`src/rtl/tlvd_pkg.sv`:
```
// Package for the TLV deframer: codes, widths, state and struct types.
// No dependencies; imported by the controller, datapath and top level.
`default_nettype none

package tlvd_pkg;

    // Fixed sizes
    localparam int HDR_BYTES = 10;          // longest header: type + 0xFF + 8 bytes
    localparam int BUF_DEPTH = 16;          // circular header/replay buffer
    localparam int PTR_W     = 4;
    localparam int CNT_W     = 4;
    localparam int CFG_W     = 20;          // widest config register
    localparam int IDX_W     = 1;

    // Length field markers
    localparam logic [7:0] LEN_MARK_2B = 8'hFD;
    localparam logic [7:0] LEN_MARK_4B = 8'hFE;
    localparam logic [7:0] LEN_MARK_8B = 8'hFF;

    // Header sizes for each length form
    localparam logic [CNT_W-1:0] HDR_LEN_1B = 4'd2;
    localparam logic [CNT_W-1:0] HDR_LEN_2B = 4'd4;
    localparam logic [CNT_W-1:0] HDR_LEN_4B = 4'd6;
    localparam logic [CNT_W-1:0] HDR_LEN_8B = 4'd10;

    // Config register indexes and reset values
    localparam logic [IDX_W-1:0] CFG_IDX_TYPE = 1'b0;
    localparam logic [IDX_W-1:0] CFG_IDX_MAX  = 1'b1;
    localparam logic [7:0]       TYPE_RESET   = 8'h05;
    localparam logic [CFG_W-1:0] MAX_RESET    = 20'd8800;

    // Parser states
    typedef enum logic [3:0] {
        ST_HUNT = 4'b0001,
        ST_LEN  = 4'b0010,
        ST_EMIT = 4'b0100,
        ST_BODY = 4'b1000
    } t_state;

    // Controller to datapath
    typedef struct packed {
        logic emit_phase;   // header bytes are being sent out
        logic drop;         // discard a byte while hunting
        logic hunt_hit;     // type byte found, open a header
        logic hdr_byte;     // next byte of the length field
        logic emit_hdr;     // send one held header byte
        logic body_byte;    // pass one value byte
    } t_cmd;

    // Datapath to controller
    typedef struct packed {
        logic src_valid;    // a byte is available (replay or input)
        logic replay;       // held bytes wait to be scanned again
        logic match;        // source byte equals the type byte
        logic complete;     // this length byte completes the header
        logic reject;       // completed header gives a frame that is too large
        logic out_free;     // output register can take a beat
        logic emit_last;    // last held header byte is next
        logic rem_zero;     // no value bytes follow the header
        logic rem_last;     // current value byte is the final one
    } t_status;

    // Header size selected by the first length byte
    function automatic logic [CNT_W-1:0] header_len(input logic [7:0] first_len);
        priority if (first_len == LEN_MARK_2B) begin
            return HDR_LEN_2B;
        end else if (first_len == LEN_MARK_4B) begin
            return HDR_LEN_4B;
        end else if (first_len == LEN_MARK_8B) begin
            return HDR_LEN_8B;
        end else begin
            return HDR_LEN_1B;
        end
    endfunction

endpackage

`default_nettype wire

```
`src/rtl/tlvd_in_if.sv`:
```
// Input byte channel of the TLV deframer: valid/ready plus one raw byte.
// No dependencies.
`default_nettype none

interface tlvd_in_if;
    logic       valid;
    logic       ready;
    logic [7:0] in_byte;

    modport source (output valid, output in_byte, input ready);
    modport sink   (input valid, input in_byte, output ready);
endinterface

`default_nettype wire

```
`src/rtl/tlvd_out_if.sv`:
```
// Output frame channel of the TLV deframer: valid/ready, byte and frame marks.
// No dependencies.
`default_nettype none

interface tlvd_out_if;
    logic       valid;
    logic       ready;
    logic [7:0] out_byte;
    logic       frame_start;
    logic       frame_last;

    modport source (output valid, output out_byte, output frame_start,
                    output frame_last, input ready);
    modport sink   (input valid, input out_byte, input frame_start,
                    input frame_last, output ready);
endinterface

`default_nettype wire

```
`src/rtl/tlvd_ctrl.sv`:
```
// Parser controller of the TLV deframer: hunt / length / emit / body sequencing.
// Depends on tlvd_pkg; drives the datapath commands and the input ready.
`default_nettype none

module tlvd_ctrl
    import tlvd_pkg::*;
(
    input  wire logic    i_clk,
    input  wire logic    i_rst_n,
    input  wire t_status i_status,
    output t_cmd         o_cmd,
    output logic         o_in_ready
);

    t_state r_state;
    t_state n_state;

    // State register
    always_ff @(posedge i_clk) begin
        if (!i_rst_n) begin
            r_state <= ST_HUNT;
        end else begin
            r_state <= n_state;
        end
    end

    // Next state and commands
    always_comb begin
        n_state          = r_state;
        o_cmd            = '0;
        o_cmd.emit_phase = (r_state == ST_EMIT);
        o_in_ready       = 1'b0;
        unique case (r_state)
            ST_HUNT: begin
                o_in_ready = !i_status.replay;
                if (i_status.src_valid) begin
                    if (i_status.match) begin
                        o_cmd.hunt_hit = 1'b1;
                        n_state        = ST_LEN;
                    end else begin
                        o_cmd.drop = 1'b1;
                    end
                end
            end
            ST_LEN: begin
                o_in_ready = !i_status.replay;
                if (i_status.src_valid) begin
                    o_cmd.hdr_byte = 1'b1;
                    if (i_status.complete) begin
                        n_state = i_status.reject ? ST_HUNT : ST_EMIT;
                    end
                end
            end
            ST_EMIT: begin
                if (i_status.out_free) begin
                    o_cmd.emit_hdr = 1'b1;
                    if (i_status.emit_last) begin
                        n_state = i_status.rem_zero ? ST_HUNT : ST_BODY;
                    end
                end
            end
            ST_BODY: begin
                o_in_ready = !i_status.replay && i_status.out_free;
                if (i_status.src_valid && i_status.out_free) begin
                    o_cmd.body_byte = 1'b1;
                    if (i_status.rem_last) begin
                        n_state = ST_HUNT;
                    end
                end
            end
            default: begin
                n_state = ST_HUNT;
            end
        endcase
    end

endmodule

`default_nettype wire

```
`src/rtl/tlvd_datapath.sv`:
```
// Datapath of the TLV deframer: header/replay buffer, length decode, size check,
// value counter, config registers and the output register. Depends on tlvd_pkg.
`default_nettype none

module tlvd_datapath
    import tlvd_pkg::*;
#(
    parameter int SIZE_BITS = 20
) (
    input  wire logic             i_clk,
    input  wire logic             i_rst_n,
    input  wire t_cmd             i_cmd,
    output t_status               o_status,
    input  wire logic             i_in_valid,
    input  wire logic [7:0]       i_in_byte,
    input  wire logic             i_out_ready,
    output logic                  o_out_valid,
    output logic [7:0]            o_out_byte,
    output logic                  o_out_start,
    output logic                  o_out_last,
    input  wire logic             i_cfg_we,
    input  wire logic [IDX_W-1:0] i_cfg_idx,
    input  wire logic [CFG_W-1:0] i_cfg_data
);

    localparam int TOT_W = SIZE_BITS + 1;
    localparam int CMP_W = (TOT_W > CFG_W) ? TOT_W : CFG_W;

    // Circular buffer: header from r_base, pending replay from r_rd to r_wr
    logic [7:0]           r_buf [BUF_DEPTH];
    logic [PTR_W-1:0]     r_base;
    logic [PTR_W-1:0]     r_rd;
    logic [PTR_W-1:0]     r_wr;
    logic [CNT_W-1:0]     r_hc;
    logic [CNT_W-1:0]     r_need;
    logic [CNT_W-1:0]     r_ei;
    logic [SIZE_BITS-1:0] r_len;
    logic                 r_ovf;
    logic [TOT_W-1:0]     r_rem;
    logic [7:0]           r_type;
    logic [CFG_W-1:0]     r_max;
    logic                 r_out_valid;
    logic [7:0]           r_out_byte;
    logic                 r_out_start;
    logic                 r_out_last;

    logic                 replay;
    logic [PTR_W-1:0]     rd_addr;
    logic [7:0]           rd_data;
    logic [7:0]           src_byte;
    logic                 out_free;
    logic                 first;
    logic                 big;
    logic [CNT_W-1:0]     n_hc;
    logic [CNT_W-1:0]     n_need;
    logic [SIZE_BITS-1:0] n_len;
    logic                 n_ovf;
    logic [TOT_W-1:0]     total;
    logic                 complete;
    logic                 reject;
    logic                 store;
    logic                 take;
    logic                 emit;

    // Single read port: header emission or the replay pointer
    assign replay   = (r_rd != r_wr);
    assign rd_addr  = i_cmd.emit_phase ? (r_base + PTR_W'(r_ei)) : r_rd;
    assign rd_data  = r_buf[rd_addr];
    assign src_byte = replay ? rd_data : i_in_byte;
    assign out_free = !r_out_valid || i_out_ready;

    // Length field decode for the byte at header position r_hc
    assign n_hc   = r_hc + 1'b1;
    assign first  = (r_hc == CNT_W'(1));
    assign big    = !first && (r_ovf || (r_len[SIZE_BITS-1 -: 8] != 8'd0));
    assign n_need = first ? header_len(src_byte) : r_need;
    assign n_ovf  = big;

    always_comb begin
        priority if (first) begin
            n_len = (src_byte < LEN_MARK_2B) ? SIZE_BITS'(src_byte) : '0;
        end else if (big) begin
            n_len = r_len;
        end else begin
            n_len = SIZE_BITS'({r_len, src_byte});
        end
    end

    // Frame size check
    assign total    = TOT_W'(n_len) + TOT_W'(n_need);
    assign complete = (n_hc >= n_need);
    assign reject   = n_ovf || (CMP_W'(total) > CMP_W'(r_max));

    assign store = (i_cmd.hunt_hit || i_cmd.hdr_byte) && !replay;
    assign take  = i_cmd.drop || i_cmd.hunt_hit || i_cmd.hdr_byte || i_cmd.body_byte;
    assign emit  = i_cmd.emit_hdr || i_cmd.body_byte;

    // Buffer write, only for input bytes that join a header
    always_ff @(posedge i_clk) begin
        if (store) begin
            r_buf[r_wr] <= src_byte;
        end
    end

    // Pointers; a rejected header rewinds to the byte after its type byte.
    // Input bytes that are not held leave both pointers alone.
    always_ff @(posedge i_clk) begin
        if (!i_rst_n) begin
            r_base <= '0;
            r_rd   <= '0;
            r_wr   <= '0;
            r_hc   <= '0;
        end else begin
            if (store) begin
                r_wr <= r_wr + 1'b1;
            end
            if (i_cmd.hdr_byte && complete && reject) begin
                r_rd   <= r_base + 1'b1;
                r_base <= r_base + 1'b1;
            end else if (replay ? take : store) begin
                r_rd <= r_rd + 1'b1;
            end
            if (i_cmd.hunt_hit) begin
                r_base <= r_rd;
                r_hc   <= CNT_W'(1);
            end else if (i_cmd.hdr_byte) begin
                r_hc <= n_hc;
            end
        end
    end

    // Length accumulator, value count and emission index
    always_ff @(posedge i_clk) begin
        if (i_cmd.hunt_hit) begin
            r_len <= '0;
            r_ovf <= 1'b0;
        end else if (i_cmd.hdr_byte) begin
            r_len  <= n_len;
            r_ovf  <= n_ovf;
            r_need <= n_need;
            r_ei   <= '0;
            if (complete) begin
                r_rem <= total - TOT_W'(n_hc);
            end
        end
        if (i_cmd.emit_hdr) begin
            r_ei <= r_ei + 1'b1;
        end
        if (i_cmd.body_byte && (r_rem != '0)) begin
            r_rem <= r_rem - 1'b1;
        end
    end

    // Config registers
    always_ff @(posedge i_clk) begin
        if (!i_rst_n) begin
            r_type <= TYPE_RESET;
            r_max  <= MAX_RESET;
        end else if (i_cfg_we) begin
            unique case (i_cfg_idx)
                CFG_IDX_TYPE: r_type <= i_cfg_data[7:0];
                CFG_IDX_MAX:  r_max  <= i_cfg_data;
                default: ;
            endcase
        end
    end

    // Output register
    always_ff @(posedge i_clk) begin
        if (!i_rst_n) begin
            r_out_valid <= 1'b0;
        end else if (emit) begin
            r_out_valid <= 1'b1;
        end else if (i_out_ready) begin
            r_out_valid <= 1'b0;
        end
    end

    always_ff @(posedge i_clk) begin
        if (i_cmd.emit_hdr) begin
            r_out_byte  <= rd_data;
            r_out_start <= (r_ei == '0);
            r_out_last  <= (r_rem == '0) && (r_ei == r_hc - 1'b1);
        end else if (i_cmd.body_byte) begin
            r_out_byte  <= src_byte;
            r_out_start <= 1'b0;
            r_out_last  <= (r_rem <= TOT_W'(1));
        end
    end

    assign o_out_valid = r_out_valid;
    assign o_out_byte  = r_out_byte;
    assign o_out_start = r_out_start;
    assign o_out_last  = r_out_last;

    // Status
    always_comb begin
        o_status.src_valid = replay || i_in_valid;
        o_status.replay    = replay;
        o_status.match     = (src_byte == r_type);
        o_status.complete  = complete;
        o_status.reject    = reject;
        o_status.out_free  = out_free;
        o_status.emit_last = (r_ei == r_hc - 1'b1);
        o_status.rem_zero  = (r_rem == '0);
        o_status.rem_last  = (r_rem <= TOT_W'(1));
    end

endmodule

`default_nettype wire

```
`src/rtl/tlv_packet_deframer_unit.sv`:
```
// TLV packet deframer: hunts for a type byte, decodes the TLV length and passes
// accepted frames with start/last marks. Uses tlvd_pkg, tlvd_in_if, tlvd_out_if,
// tlvd_ctrl and tlvd_datapath.
//
// Usage:
//   i_rx carries the raw byte stream, one byte per beat (valid/ready).
//   o_tx carries the bytes of accepted frames; frame_start marks the type byte,
//   frame_last the final byte. i_cfg_we/i_cfg_idx/i_cfg_data write type_byte
//   (index 0) and max_frame_size (index 1); write them only while idle.
// Timing:
//   Hunting bytes are taken as they arrive, value bytes when the output register
//   is free; a value byte appears on o_tx in the cycle after its input beat.
//   Header bytes are held until the length field is complete, then sent from the
//   buffer (2 to 10 bytes) one per cycle while o_tx accepts them and i_rx is
//   stalled. A frame over max_frame_size drops its type byte and rescans the
//   held bytes (at most 9) one per cycle before i_rx resumes. The rate is set by
//   the single read port of the header buffer and the one-beat output register.
// Reset (synchronous, active low) returns to hunting with an empty buffer and
// default registers (type 0x05, max size 8800). When o_tx stalls, the output
// register holds its beat and i_rx is held off as soon as a byte needs to go out.

`default_nettype none

module tlv_packet_deframer_unit
    import tlvd_pkg::*;
#(
    parameter int SIZE_BITS = 20
) (
    input  wire logic             i_clk,
    input  wire logic             i_rst_n,
    tlvd_in_if.sink               i_rx,
    tlvd_out_if.source            o_tx,
    input  wire logic             i_cfg_we,
    input  wire logic [IDX_W-1:0] i_cfg_idx,
    input  wire logic [CFG_W-1:0] i_cfg_data
);

    t_cmd    w_cmd;
    t_status w_status;
    logic    w_in_ready;

    tlvd_ctrl u_ctrl (
        .i_clk      (i_clk),
        .i_rst_n    (i_rst_n),
        .i_status   (w_status),
        .o_cmd      (w_cmd),
        .o_in_ready (w_in_ready)
    );

    tlvd_datapath #(
        .SIZE_BITS (SIZE_BITS)
    ) u_datapath (
        .i_clk       (i_clk),
        .i_rst_n     (i_rst_n),
        .i_cmd       (w_cmd),
        .o_status    (w_status),
        .i_in_valid  (i_rx.valid),
        .i_in_byte   (i_rx.in_byte),
        .i_out_ready (o_tx.ready),
        .o_out_valid (o_tx.valid),
        .o_out_byte  (o_tx.out_byte),
        .o_out_start (o_tx.frame_start),
        .o_out_last  (o_tx.frame_last),
        .i_cfg_we    (i_cfg_we),
        .i_cfg_idx   (i_cfg_idx),
        .i_cfg_data  (i_cfg_data)
    );

    assign i_rx.ready = w_in_ready;

    // Input is never taken while held bytes wait for a rescan
    a_no_input_during_replay: assert property (
        @(posedge i_clk) disable iff (!i_rst_n)
        w_in_ready |-> !w_status.replay
    ) else $error("input accepted while replay pending");

    // At most one datapath action per cycle
    a_one_cmd: assert property (
        @(posedge i_clk) disable iff (!i_rst_n)
        $onehot0({w_cmd.drop, w_cmd.hunt_hit, w_cmd.hdr_byte,
                  w_cmd.emit_hdr, w_cmd.body_byte})
    ) else $error("conflicting datapath commands");

    // A new beat is loaded only when the output register is free
    a_no_overwrite: assert property (
        @(posedge i_clk) disable iff (!i_rst_n)
        (w_cmd.emit_hdr || w_cmd.body_byte) |-> w_status.out_free
    ) else $error("output beat overwritten");

    // Header emission never consumes input
    a_emit_holds_input: assert property (
        @(posedge i_clk) disable iff (!i_rst_n)
        w_cmd.emit_phase |-> !w_in_ready
    ) else $error("input ready during header emission");

endmodule

`default_nettype wire
```
`src/flat_wrapper.sv`:
```
// flat-port wrapper written by rule: the top's interface ports become plain ports
module tlv_packet_deframer_unit_flat import tlvd_pkg::*;
#(
    parameter int SIZE_BITS = 20
)
  (i_clk, i_rst_n, i_cfg_we, i_cfg_idx, i_cfg_data, i_rx_valid, i_rx_in_byte, i_rx_ready, o_tx_valid, o_tx_out_byte, o_tx_frame_start, o_tx_frame_last, o_tx_ready);
  tlvd_in_if i_rx_i ();
  tlvd_out_if o_tx_i ();
  input  wire logic i_clk;
  input  wire logic i_rst_n;
  input  wire logic i_cfg_we;
  input  wire logic [IDX_W-1:0] i_cfg_idx;
  input  wire logic [CFG_W-1:0] i_cfg_data;
  input wire logic [$bits(i_rx_i.valid)-1:0] i_rx_valid;
  input wire logic [$bits(i_rx_i.in_byte)-1:0] i_rx_in_byte;
  output wire logic [$bits(i_rx_i.ready)-1:0] i_rx_ready;
  output wire logic [$bits(o_tx_i.valid)-1:0] o_tx_valid;
  output wire logic [$bits(o_tx_i.out_byte)-1:0] o_tx_out_byte;
  output wire logic [$bits(o_tx_i.frame_start)-1:0] o_tx_frame_start;
  output wire logic [$bits(o_tx_i.frame_last)-1:0] o_tx_frame_last;
  input wire logic [$bits(o_tx_i.ready)-1:0] o_tx_ready;
  assign i_rx_i.valid = i_rx_valid;
  assign i_rx_i.in_byte = i_rx_in_byte;
  assign i_rx_ready = i_rx_i.ready;
  assign o_tx_valid = o_tx_i.valid;
  assign o_tx_out_byte = o_tx_i.out_byte;
  assign o_tx_frame_start = o_tx_i.frame_start;
  assign o_tx_frame_last = o_tx_i.frame_last;
  assign o_tx_i.ready = o_tx_ready;
  tlv_packet_deframer_unit #(.SIZE_BITS(SIZE_BITS)) u_core (.i_clk(i_clk), .i_rst_n(i_rst_n), .i_rx(i_rx_i), .o_tx(o_tx_i), .i_cfg_we(i_cfg_we), .i_cfg_idx(i_cfg_idx), .i_cfg_data(i_cfg_data));
endmodule
```
`config.mk`:
```
export PLATFORM = sky130hd
export DESIGN_NAME = tlv_packet_deframer_unit_flat
export DESIGN_NICKNAME = d
export VERILOG_FILES = /design/src/rtl/tlvd_pkg.sv /design/src/rtl/tlvd_in_if.sv /design/src/rtl/tlvd_out_if.sv /design/src/rtl/tlvd_ctrl.sv /design/src/rtl/tlvd_datapath.sv /design/src/rtl/tlv_packet_deframer_unit.sv /design/src/flat_wrapper.sv
export SDC_FILE = /design/constraint.sdc
export NUM_CORES = 1
export LEC_CHECK = 0
export BUFFER_PORTS_ARGS = -buffer_cell sky130_fd_sc_hd__buf_4
export CAP_MARGIN = 5
export CORE_MARGIN = 3
export CORE_UTILIZATION = 40
export DETAILED_ROUTE_END_ITERATION = 6
export PLACE_DENSITY = 0.65
export SYNTH_ARGS = -nofsm -noshare
export SYNTH_HDL_FRONTEND = slang
export SYNTH_SLANG_ARGS = --single-unit
```
`constraint.sdc`:
```
create_clock -name i_clk -period 8.8 [get_ports i_clk]
set_input_delay 0.44 -clock i_clk [delete_from_list [all_inputs] [get_ports i_clk]]
set_output_delay 0.44 -clock i_clk [all_outputs]
set_load 0.02 [all_outputs]
```
# Word-level counts from Yosys, hierarchy flattened
# Memories as Yosys holds them, arrays and structs flattened.
# Index checks and enable logic that the tools add are counted.
dict set report word_totals {
  register_bits 109
  ramBits 128
  inputBits 34
  elab_cells 151
  memories 1
}
# name depth word_bits rd rd_ports_with_merged_regs wr line
set mem_list {}
lappend mem_list {u_core.u_datapath.r_buf 16 8 1 0 1 tlvd_datapath.sv:30} ;# logic [7:0] r_buf [BUF_DEPTH];
dict set report classes {
  add_sub_neg 10
  n_lt_le_gt_ge 4
  n_eq_ne 21
  n_mux 55
  n_bitwise 3
  n_reduce_logical 40
}
# cell count
set op_table {}
lappend op_table {{21-bit two-way mux} 4}
lappend op_table {{4-bit two-way mux} 21}
lappend op_table {{20-bit two-way mux} 2}
lappend op_table {{8-bit two-way mux} 4}
lappend op_table {{8-bit equality test, second input constant} 3}
lappend op_table {{20-bit by 4-bit adder with 21-bit output} 1}
lappend op_table {{21-bit by 20-bit > comparator with 1-bit output} 1}
lappend op_table {{21-bit by 1-bit less-or-equal comparator with 1-bit output, second input constant} 1}
lappend op_table {{21-bit zero test} 1}
lappend op_table {{21-bit nonzero test} 1}
lappend op_table {{21-bit by 1-bit subtractor with 21-bit output, second input constant} 1}
lappend op_table {{21-bit by 4-bit subtractor with 21-bit output} 1}
lappend op_table {{4-bit by 1-bit adder with 4-bit output, second input constant} 5}
lappend op_table {{1-bit two-way mux} 19}
lappend op_table {{4-bit one-hot mux with 4 select lines} 1}
lappend op_table {{2-bit nonzero test} 8}
lappend op_table {{2-bit != test, second input constant} 7}
lappend op_table {{1-bit logical OR} 9}
lappend op_table {{4-bit by 1-bit equality test with 1-bit output, second input constant} 2}
lappend op_table {{8-bit equality test} 1}
lappend op_table {{1-bit logical AND} 8}
lappend op_table {{8-bit < comparator, second input constant} 1}
lappend op_table {{2-bit AND reduction} 4}
lappend op_table {{8-bit AND reduction} 1}
lappend op_table {{other kinds (18)} 26}

# Depth between registers and ports, before layout
# Gate-level depths: netlist (run 1).
# An unclocked memory read counts as a cell.
dict set report depth {
  word_depth 16
  ltp_mapped 35
}

# Hierarchy
# From an unflattened synthesis (run 1), not the netlist that was laid out.
dict set report hier_totals {
  cells_unflattened 1379
  hier_area_um2 13531.7
}
# mod instances cells_per_inst area_each_um2 seq_area_each_um2
set by_module_without_submodules {}
lappend by_module_without_submodules {tlvd_datapath 1 1333 13177.6 6336.1}
lappend by_module_without_submodules {tlvd_ctrl 1 46 354.1 80.1}

# Worst setup path before layout (run 1)
# No wires, ideal clock.
dict set report synth_timing {
  kind {register to register}
  start {reg u_core.u_datapath.r_ei[0]}
  end {reg u_core.u_datapath.r_rd[2]}
  setup_time_ns 0.092
  arrival_ns 7.346
  required_ns 8.708
  setup_slack_ns 1.363
  stages_incl_launch_ff 34
  path_buffers 2
  period_less_slack_ns 7.437
  path_cell_list {edfxtp_1 > ha_1 > fa_1 > xor2_1 > mux2i_1 > clkbuf_1 > nor3_1 > a211oi_1 > a2111oi_1 > a21oi_1 > nand2_1 > nor2_1 > nand2_1 > inv_1 > a22o_1 > ha_1 > nor2_1 > or4_4 > nor3_4 > nand2_1 > xnor2_1 > ha_1 > a21o_1 > a21o_1 > a21oi_1 > nor2_1 > a211oi_1 > a21oi_1 > o21a_1 > o21ai_0 > a21oi_2 > buf_4 > and3_1 > nor4_1}
}
dict set report synth_via {
  elab_chain_cells 14
  word_cells_on_any_way 34
  classes_between {2 x add/sub; 3 x order compare; 4 x eq/ne; 15 x mux; 9 x reduce/logical; 1 x memory}
}
# item line
set synth_lines {}
lappend synth_lines {{start, declared} tlvd_datapath.sv:36} ;# logic [CNT_W-1:0] r_ei;
lappend synth_lines {{start signal, assigned} tlvd_datapath.sv:147} ;# r_ei <= r_ei + 1'b1;
lappend synth_lines {{4-bit adder *} tlvd_datapath.sv:67} ;# assign rd_addr = i_cmd.emit_phase ? (r_base + PTR_W'(r_ei)) : r_rd;
lappend synth_lines {{4-bit two-way mux *} tlvd_datapath.sv:67}
lappend synth_lines {{memory 16 x 8 bit *} -}
lappend synth_lines {{8-bit two-way mux *} tlvd_datapath.sv:69} ;# assign src_byte = replay ? rd_data : i_in_byte;
lappend synth_lines {{via u_core.u_datapath.src_byte[3]} tlvd_datapath.sv:50} ;# logic [7:0] src_byte;
lappend synth_lines {{8-bit equality test} tlvd_pkg.sv:69} ;# end else if (first_len == LEN_MARK_8B) begin
lappend synth_lines {{4-bit two-way mux} tlvd_pkg.sv:69}
lappend synth_lines {{4-bit two-way mux} tlvd_pkg.sv:67} ;# end else if (first_len == LEN_MARK_4B) begin
lappend synth_lines {{4-bit two-way mux *} tlvd_pkg.sv:65} ;# priority if (first_len == LEN_MARK_2B) begin
lappend synth_lines {{4-bit two-way mux *} tlvd_datapath.sv:76} ;# assign n_need = first ? header_len(src_byte) : r_need;
lappend synth_lines {{via u_core.u_datapath.n_need[3]} tlvd_datapath.sv:55} ;# logic [CNT_W-1:0] n_need;
lappend synth_lines {{20-bit by 4-bit adder with 21-bit output} tlvd_datapath.sv:90} ;# assign total = TOT_W'(n_len) + TOT_W'(n_need);
lappend synth_lines {{21-bit by 20-bit > comparator with 1-bit output} tlvd_datapath.sv:92} ;# assign reject = n_ovf || (CMP_W'(total) > CMP_W'(r_max));
lappend synth_lines {{1-bit logical OR} tlvd_datapath.sv:92}
lappend synth_lines {{1-bit logical AND *} tlvd_datapath.sv:117} ;# if (i_cmd.hdr_byte && complete && reject) begin
lappend synth_lines {{4-bit two-way mux or 2-bit nonzero test (tied branches)} -}
lappend synth_lines {{end signal, assigned} tlvd_datapath.sv:118} ;# r_rd <= r_base + 1'b1;
lappend synth_lines {{end signal, assigned} tlvd_datapath.sv:121} ;# r_rd <= r_rd + 1'b1;
lappend synth_lines {{end, declared} tlvd_datapath.sv:32} ;# logic [PTR_W-1:0] r_rd;
# Mark *: on every way through the listed nets, which the timed path passes. The rest lies on a longest branch.
# A chain may end at the register's enable or synchronous reset.

# Final worst setup path (run 1)
dict set report layout_timing {
  start {reg u_core.u_datapath.r_ei[0]}
  end {reg u_core.u_datapath.r_rd[0]}
}
# Same word-level chain as after synthesis.

==> results.md, run 1 <==
* Die X at 188 um
* Aggregate routed wire length at 35.2 mm
* CTS tree: built
* Post-Synthesis Cells at 1,332
* First-pass GRT wire length at 55.6 mm
* R2R depth at 30
* CTS sink count at 237
* Data arrival, critical path at 8.63 ns
* Status: complete, no violations
* Fill count at 3,064
* Min-delay src: i_cfg_data[0]
* Synth cell types at 86
* Rows at 66
* Final Setup Violations at 0
* Reg-to-Reg End: u_core.u_datapath.r_rd[0]
* Worst setup SP type: flip-flop
* Syn_nets at 1,415
* Max_cap viols at 0
* RR Startpoint: u_core.u_datapath.r_ei[0]
* Chip Height at 188 um
* Power Internal at 2.73 mW
* Worst-Margin Slew at 0.952 ns
* Slowest Stage Delay on Critical Path at 0.68 ns
* Detailed-route via count at 10,200
* GPL Wtd Cong at 0.902
* Design area at 0.0150 mm^2
* WHS Path Cells at 3
* Final hold viol count at 0
* Layout area overhead at 12.9%
* Initial DRT Pass Iterations at 6
* Worst VDD drop at 171 uV
* Hold-fix buffer count after cts at 0
* Post-Route Skew at 0.0219 ns
* PnR Total Power at 4.51 mW
* Clock share of power at 22.7%
* Most used cell along the critical path: ha_1
* Clock buffer depth at 3
* Synth warn at 0
* F_max at 123 MHz
* Routed Antenna Nets at 0
* # H-tree levels at 1
* Synth top area cells: edfxtp_1 38%, dfxtp_1 11%, nand2_1 5.2%, mux2i_1 4.5%, ha_1 4.3%
* DIE AREA at 0.0355 mm^2
* Comb pwr share at 45.5%
* Initial antenna violation count at 0
* TritonCTS Buffers at 27
* Flop pwr share at 31.8%
* Prevailing post-synth register cell: edfxtp_1
* Top-Level Pins at 46
* Final period util at 92.6%
* RSZ-0062 raised after global routing: no
* Post-synth top area cell: edfxtp_1
* Share of synthesized area occupied by flip-flops and latches at 48.2%
* Final min period at 8.15 ns
* CP bufs+invs at 1
* Initial core utilization at 40.8%
* Total core area at 0.0326 mm^2
* Antenna cells at 0
* Mapped Avg Cell Area at 9.99 um^2
* DRT iter0 DRCs at 1,029
* Clock-pin slew on the worst setup and hold paths at 0.06 ns
* Routed len/inst at 19.2 um
* Critical path class: flip-flop to flip-flop
* Overflow after GRT at 0
* Crit-path leading delay family: compound AO/OA/AOI/OAI gates
* Setup TNS at 0 ns
* DRC errors left at 0
* Highest net fanout along the worst path at 15
* Pwr/cell area at 301 mW/mm^2
* Vias in the first global route at 9,894
* CP required at 9.28 ns
* Hold Path Class: input port to flip-flop
* DP Area at 0.0141 mm^2
* Post-synth EDFFs at 167
* Share of layout cells above drive strength 1 at 12.2%
* Static Leak at 5.53 nW
* CTS root buf: clkbuf_16
* Slowest-stage cell, CP: a2111oi_1
* Flop2flop setup slack at 0.65 ns
* Net Sw Frac at 39.5%
* Async SR Flop Fraction at 0%
* Yosys reg bits at 237
* Worst Hold Path EP: u_core.u_datapath.r_type[0]
* Fin util at 46.0%
* Worst-skew pair later-pin latency at 0.56 ns
* IO buf count at 45
* WHS at 0.126 ns
* Post-Syn Area at 0.0133 mm^2
* Net switching power at 1.78 mW
* Slew margin rel. at 36.3%
* Via density at 5.54
* NumNets Final at 1,455
* Synth top area share at 37.7%
* Total track usage at 19.6%
* Critical path endpoint category: flip-flop
* Post-detail-place hpwl at 25.1 mm
* Largest net degree at the start of global routing at 47
* Pins Over Slew Limit at 0
[power by group through the flow]
stage	clock, mW	combinational, mW	sequential (mW)
global route	1.08	2.28	1.44
CTS	1.04	2.04	1.44
global placement	0	2.00	1.46
detailed placement	0	2.02	1.46
floorplan	0	1.49	1.43
finish	1.02	2.05	1.44
[kinds of logic (layout without fill, tap and decap cells)]
| family | Yosys count | after routing | share of synthesized area, % |
|---|---|---|---|
| compound gates | 272 | 272 | 14.0 |
| mux | 65 | 65 | 4.96 |
| buf+inv | 124 | 184 | 3.99 |
| flops | 237 | 237 | 48.2 |
| simple gates | 504 | 504 | 18.7 |
| fa+ha+maj | 52 | 52 | 5.02 |
| xor+xnor | 78 | 78 | 5.13 |
[layer usage]
layer	vias up	part of all wire [%]	routed length, um	GRT usage (%)
li1	4882	-	-	-
met1	4836	44	15500	26.9
met2	380	46	16200	32.1
met3	66	7.1	2520	2.98
met4	0	2.8	996	5.99
met5	-	0	0	0
[flip-flops by register name, indices dropped and copies added (netlist names), 4 cells and up]
register                      cells
u_core.u_datapath.r_buf         128
u_core.u_datapath.r_len          20
u_core.u_datapath.r_rem          21
u_core.u_datapath.r_need          4
u_core.u_datapath.r_type          8
u_core.u_datapath.o_out_byte      8
u_core.u_datapath.r_wr            4
u_core.u_datapath.r_base          4
u_core.u_datapath.r_rd            4
u_core.u_datapath.r_ei            4
u_core.u_datapath.r_hc            4
u_core.u_ctrl.r_state             4
u_core.u_datapath.r_max          20
[layout make-up]
cell class | count | area, um^2 | share of cell area, %
inverter | 53 | 199 | 1.32
clock buffer | 35 | 706 | 4.70
multi-input combinational | 971 | 6410 | 42.7
clock inverter | 14 | 90.1 | 0.600
tap | 442 | 553 | 3.68
sequential | 237 | 6420 | 42.7
timing repair buffer | 82 | 641 | 4.27
[through the flow]
stage / setup slack [ns] / std cells
finish: 0.648 / 1834
global route: 0.149 / 1834
CTS: 0.346 / 1829
detailed placement: 0.372 / 1780
global placement: 0.557 / 1780
floorplan: 1.36 / 1332
[how the worst max path moves through the flow]
stage                                          from                        end  slack, ns  depth (start not counted)
after detailed placement  u_core.u_datapath.r_ei[0]  u_core.u_datapath.r_rd[0]       0.37                         30
final                     u_core.u_datapath.r_ei[0]  u_core.u_datapath.r_rd[0]       0.65                         30
after global placement    u_core.u_datapath.r_ei[0]  u_core.u_datapath.r_rd[0]       0.56                         29
after floorplan           u_core.u_datapath.r_ei[0]  u_core.u_datapath.r_rd[2]       1.36                         33
after CTS                 u_core.u_datapath.r_ei[0]  u_core.u_datapath.r_rd[0]       0.35                         30
after global routing      u_core.u_datapath.r_ei[0]  u_core.u_datapath.r_rd[0]       0.15                         30
[repair_timing]
item	CTS	global route
setup endpoints to repair	0	8
gates resized for setup	0	4
setup buffers	0	5
hold endpoints to repair	0	0
[synthesized netlist by cell type, types with 6 or more instances]
cell type / count
a21oi_1: 105
nor3_1: 51
nand2b_1: 59
o211ai_1: 7
nand3_1: 29
xnor2_1: 55
nand2_1: 185
nor2_1: 86
ha_1: 46
dfxtp_1: 70
mux2i_1: 60
clkbuf_1: 40
xor2_1: 23
a22o_1: 11
a21oi_2: 6
buf_1: 9
buf_2: 12
o21ai_0: 33
nor2b_1: 11
or3_1: 8
o22ai_1: 8
a211oi_1: 29
nor4_1: 14
and3_1: 10
edfxtp_1: 167
o21a_1: 8
inv_1: 53
nand4_1: 13
or2_2: 7
a21o_1: 6
[placed cells by master (no fill, tap or decap), types with 5 or more instances in the layout]
master and n:
a31oi_1 5, inv_1 53, a21oi_2 5, clkinv_2 5, a21oi_1 105, o22ai_1 8
buf_4 80, mux2i_1 58, or3_1 8, edfxtp_1 167, a211oi_1 29, a22o_1 11
a21o_1 6, o211ai_1 7, dfxtp_1 70, and2_1 5, nand3_1 29, nand4_1 13
and3_1 10, clkbuf_1 8, xor2_1 23, ha_1 46, clkbuf_16 27, nand2_1 185
or2_2 7, nor4_1 12, nor2b_1 11, xnor2_1 55, nor2_1 86, nor3_1 51
o21a_1 8, o21ai_0 32, nand2b_1 59
[tightest hold or removal path, stage by stage]
cell     delay, ns
buf_4         0.09
nand2_1       0.04
nand3_1       0.06
No activity file was read; power rests on OpenSTA's default activity.
==> run 2, diff against run 1 <==
clock period = 9.8 ns   (was 8.8 ns; I/O delays follow)
==> results.md, run 2 (synthesized netlist as in run 1, its figures left out) <==
* Status: complete, no violations
* CTS tree: built
* Final hold viol count at 0
* Detailed-route via count at 10,100
* Top reg by flops: u_core.u_datapath.r_buf
* NumNets Final at 1,440
* Pins Over Slew Limit at 0
* Initial DRT Pass Iterations at 5
* Antenna cells at 0
* Max_cap viols at 0
* Highest net fanout along the worst path at 22
* Post-Route Skew at 0.0230 ns
* Clock-pin slew on the worst setup and hold paths at 0.06 ns
* Critical path class: flip-flop to flip-flop
* Chip Height at 188 um
* Slowest Stage Delay on Critical Path at 0.79 ns
* Routed len/inst at 19.1 um
* CTS root buf: clkbuf_16
* TritonCTS Buffers at 27
* Setup WS post-layout at 0.851 ns
* Die X at 188 um
* Rows at 66
* Most common cell after layout, fill and taps aside: nand2_1
* Pwr/cell area at 274 mW/mm^2
* Share of layout cells above drive strength 1 at 11.2%
* RSZ-0062 raised after global routing: no
* DIE AREA at 0.0355 mm^2
* Post-detail-place hpwl at 24.3 mm
* CP required at 10.27 ns
* Top-Level Pins at 46
* DRT iter0 DRCs at 805
* Fin util at 45.8%
* Clock buffer depth at 3
* Initial core utilization at 40.8%
* Max reg flops at 128
* PnR Total Power at 4.09 mW
* Via density at 5.54
* DP Area at 0.0141 mm^2
* Overflow after GRT at 0
* Setup TNS at 0 ns
* Total track usage at 19.2%
* Final min period at 8.95 ns
* Final period util at 91.3%
* Worst VDD drop at 199 uV
* CTS sink count at 237
* Hold Path Class: input port to flip-flop
* Final Setup Violations at 0
* Worst-skew pair later-pin latency at 0.55 ns
* PostCTS Resize Cnt at 0
* Vias in the first global route at 9,768
* IO buf count at 45
* DRC errors left at 0
* # H-tree levels at 1
* Slew margin rel. at 33.1%
* # Post-CTS Setup Buffers at 0
* Routed Antenna Nets at 0
* Worst-Margin Slew at 0.999 ns
* Data arrival, critical path at 9.42 ns
* Worst setup SP type: flip-flop
* Total core area at 0.0326 mm^2
* Largest net degree at the start of global routing at 47
* Top flop regs: u_core.u_datapath.r_buf (128), u_core.u_datapath.r_rem (21)
* Layout area overhead at 12.2%
* F_max at 112 MHz
* Critical path endpoint category: flip-flop
* Slowest-stage cell, CP: a2111oi_1
* First-pass GRT wire length at 54.3 mm
* GPL Wtd Cong at 0.893
* Setup WS pre-CTS at 0.992 ns
* Aggregate routed wire length at 34.8 mm
* Initial antenna violation count at 0
* Hold-fix buffer count after cts at 0
* Most frequent cells in the layout: 185 x nand2_1, 167 x edfxtp_1, 105 x a21oi_1, 86 x nor2_1, 70 x dfxtp_1
* Static Leak at 5.50 nW
* Design area at 0.0149 mm^2
[run 2: changes by cell type in the layout (fill, tap and decap cells not counted), sizes merged]
| cell | previous run | this run |
|---|---|---|
| clkbuf | 35 | 40 |
| clkinv | 9 | 8 |
| clkinvlp | 4 | 0 |
| bufinv | 0 | 1 |
| buf | 82 | 67 |
[run 2: worst max-delay path, delay by kind of cell (launching register included)]
kind / cells / cell delay (ns)
AOI/OAI and AO/OA: 12 / 3.04
buffers and inverters: 2 / 0.44
and+or+nand+nor: 10 / 2.06
DFF: 1 / 0.49
adders and majority gates: 4 / 1.40
xor gates and xnor gates: 2 / 0.63
muxes: 2 / 0.76
[run 2: layer usage]
metal | share of wire, % | GRT usage, % | vias up
li1 | - | - | 4848
met1 | 44 | 25.9 | 4866
met2 | 47 | 31.5 | 297
met3 | 5.0 | 2.57 | 77
met4 | 3.9 | 7.48 | 0
met5 | 0 | 0 | -
[run 2: where the power goes]
part           total (mW)  internal, mW  switching [mW]
Combinational        1.83         0.691            1.14
Clock               0.969         0.567           0.402
Sequential           1.29          1.24          0.0516
[run 2: final cells by class]
| type | count | area [um^2] |
|---|---|---|
| flip-flops and latches | 237 | 6420 |
| clock buffers | 40 | 764 |
| clock inverters | 10 | 90.1 |
| fillers | 3005 | 17700 |
| well taps | 442 | 553 |
| multi-input cells | 971 | 6390 |
| inverters | 53 | 199 |
| repair buffers | 67 | 515 |
[run 2: stage by stage]
step                      hold WS [ns]  cells
after CTS                        0.172   1820
after floorplan                  0.431   1332
after global routing             0.195   1820
final                            0.191   1820
after global placement           0.445   1770
after detailed placement         0.447   1770
[run 2: worst paths after layout]
check | from | end | slack (ns) | cells after the start
worst min register to register | u_core.u_datapath.r_max[4] | u_core.u_datapath.r_max[4] | 0.45 | 2
worst max register to register | u_core.u_datapath.r_ei[0] | u_core.u_datapath.r_rd[0] | 0.85 | 32
worst max-delay path | u_core.u_datapath.r_ei[0] | u_core.u_datapath.r_rd[0] | 0.85 | 32
worst min-delay path | i_cfg_data[9] | u_core.u_datapath.r_max[9] | 0.19 | 3
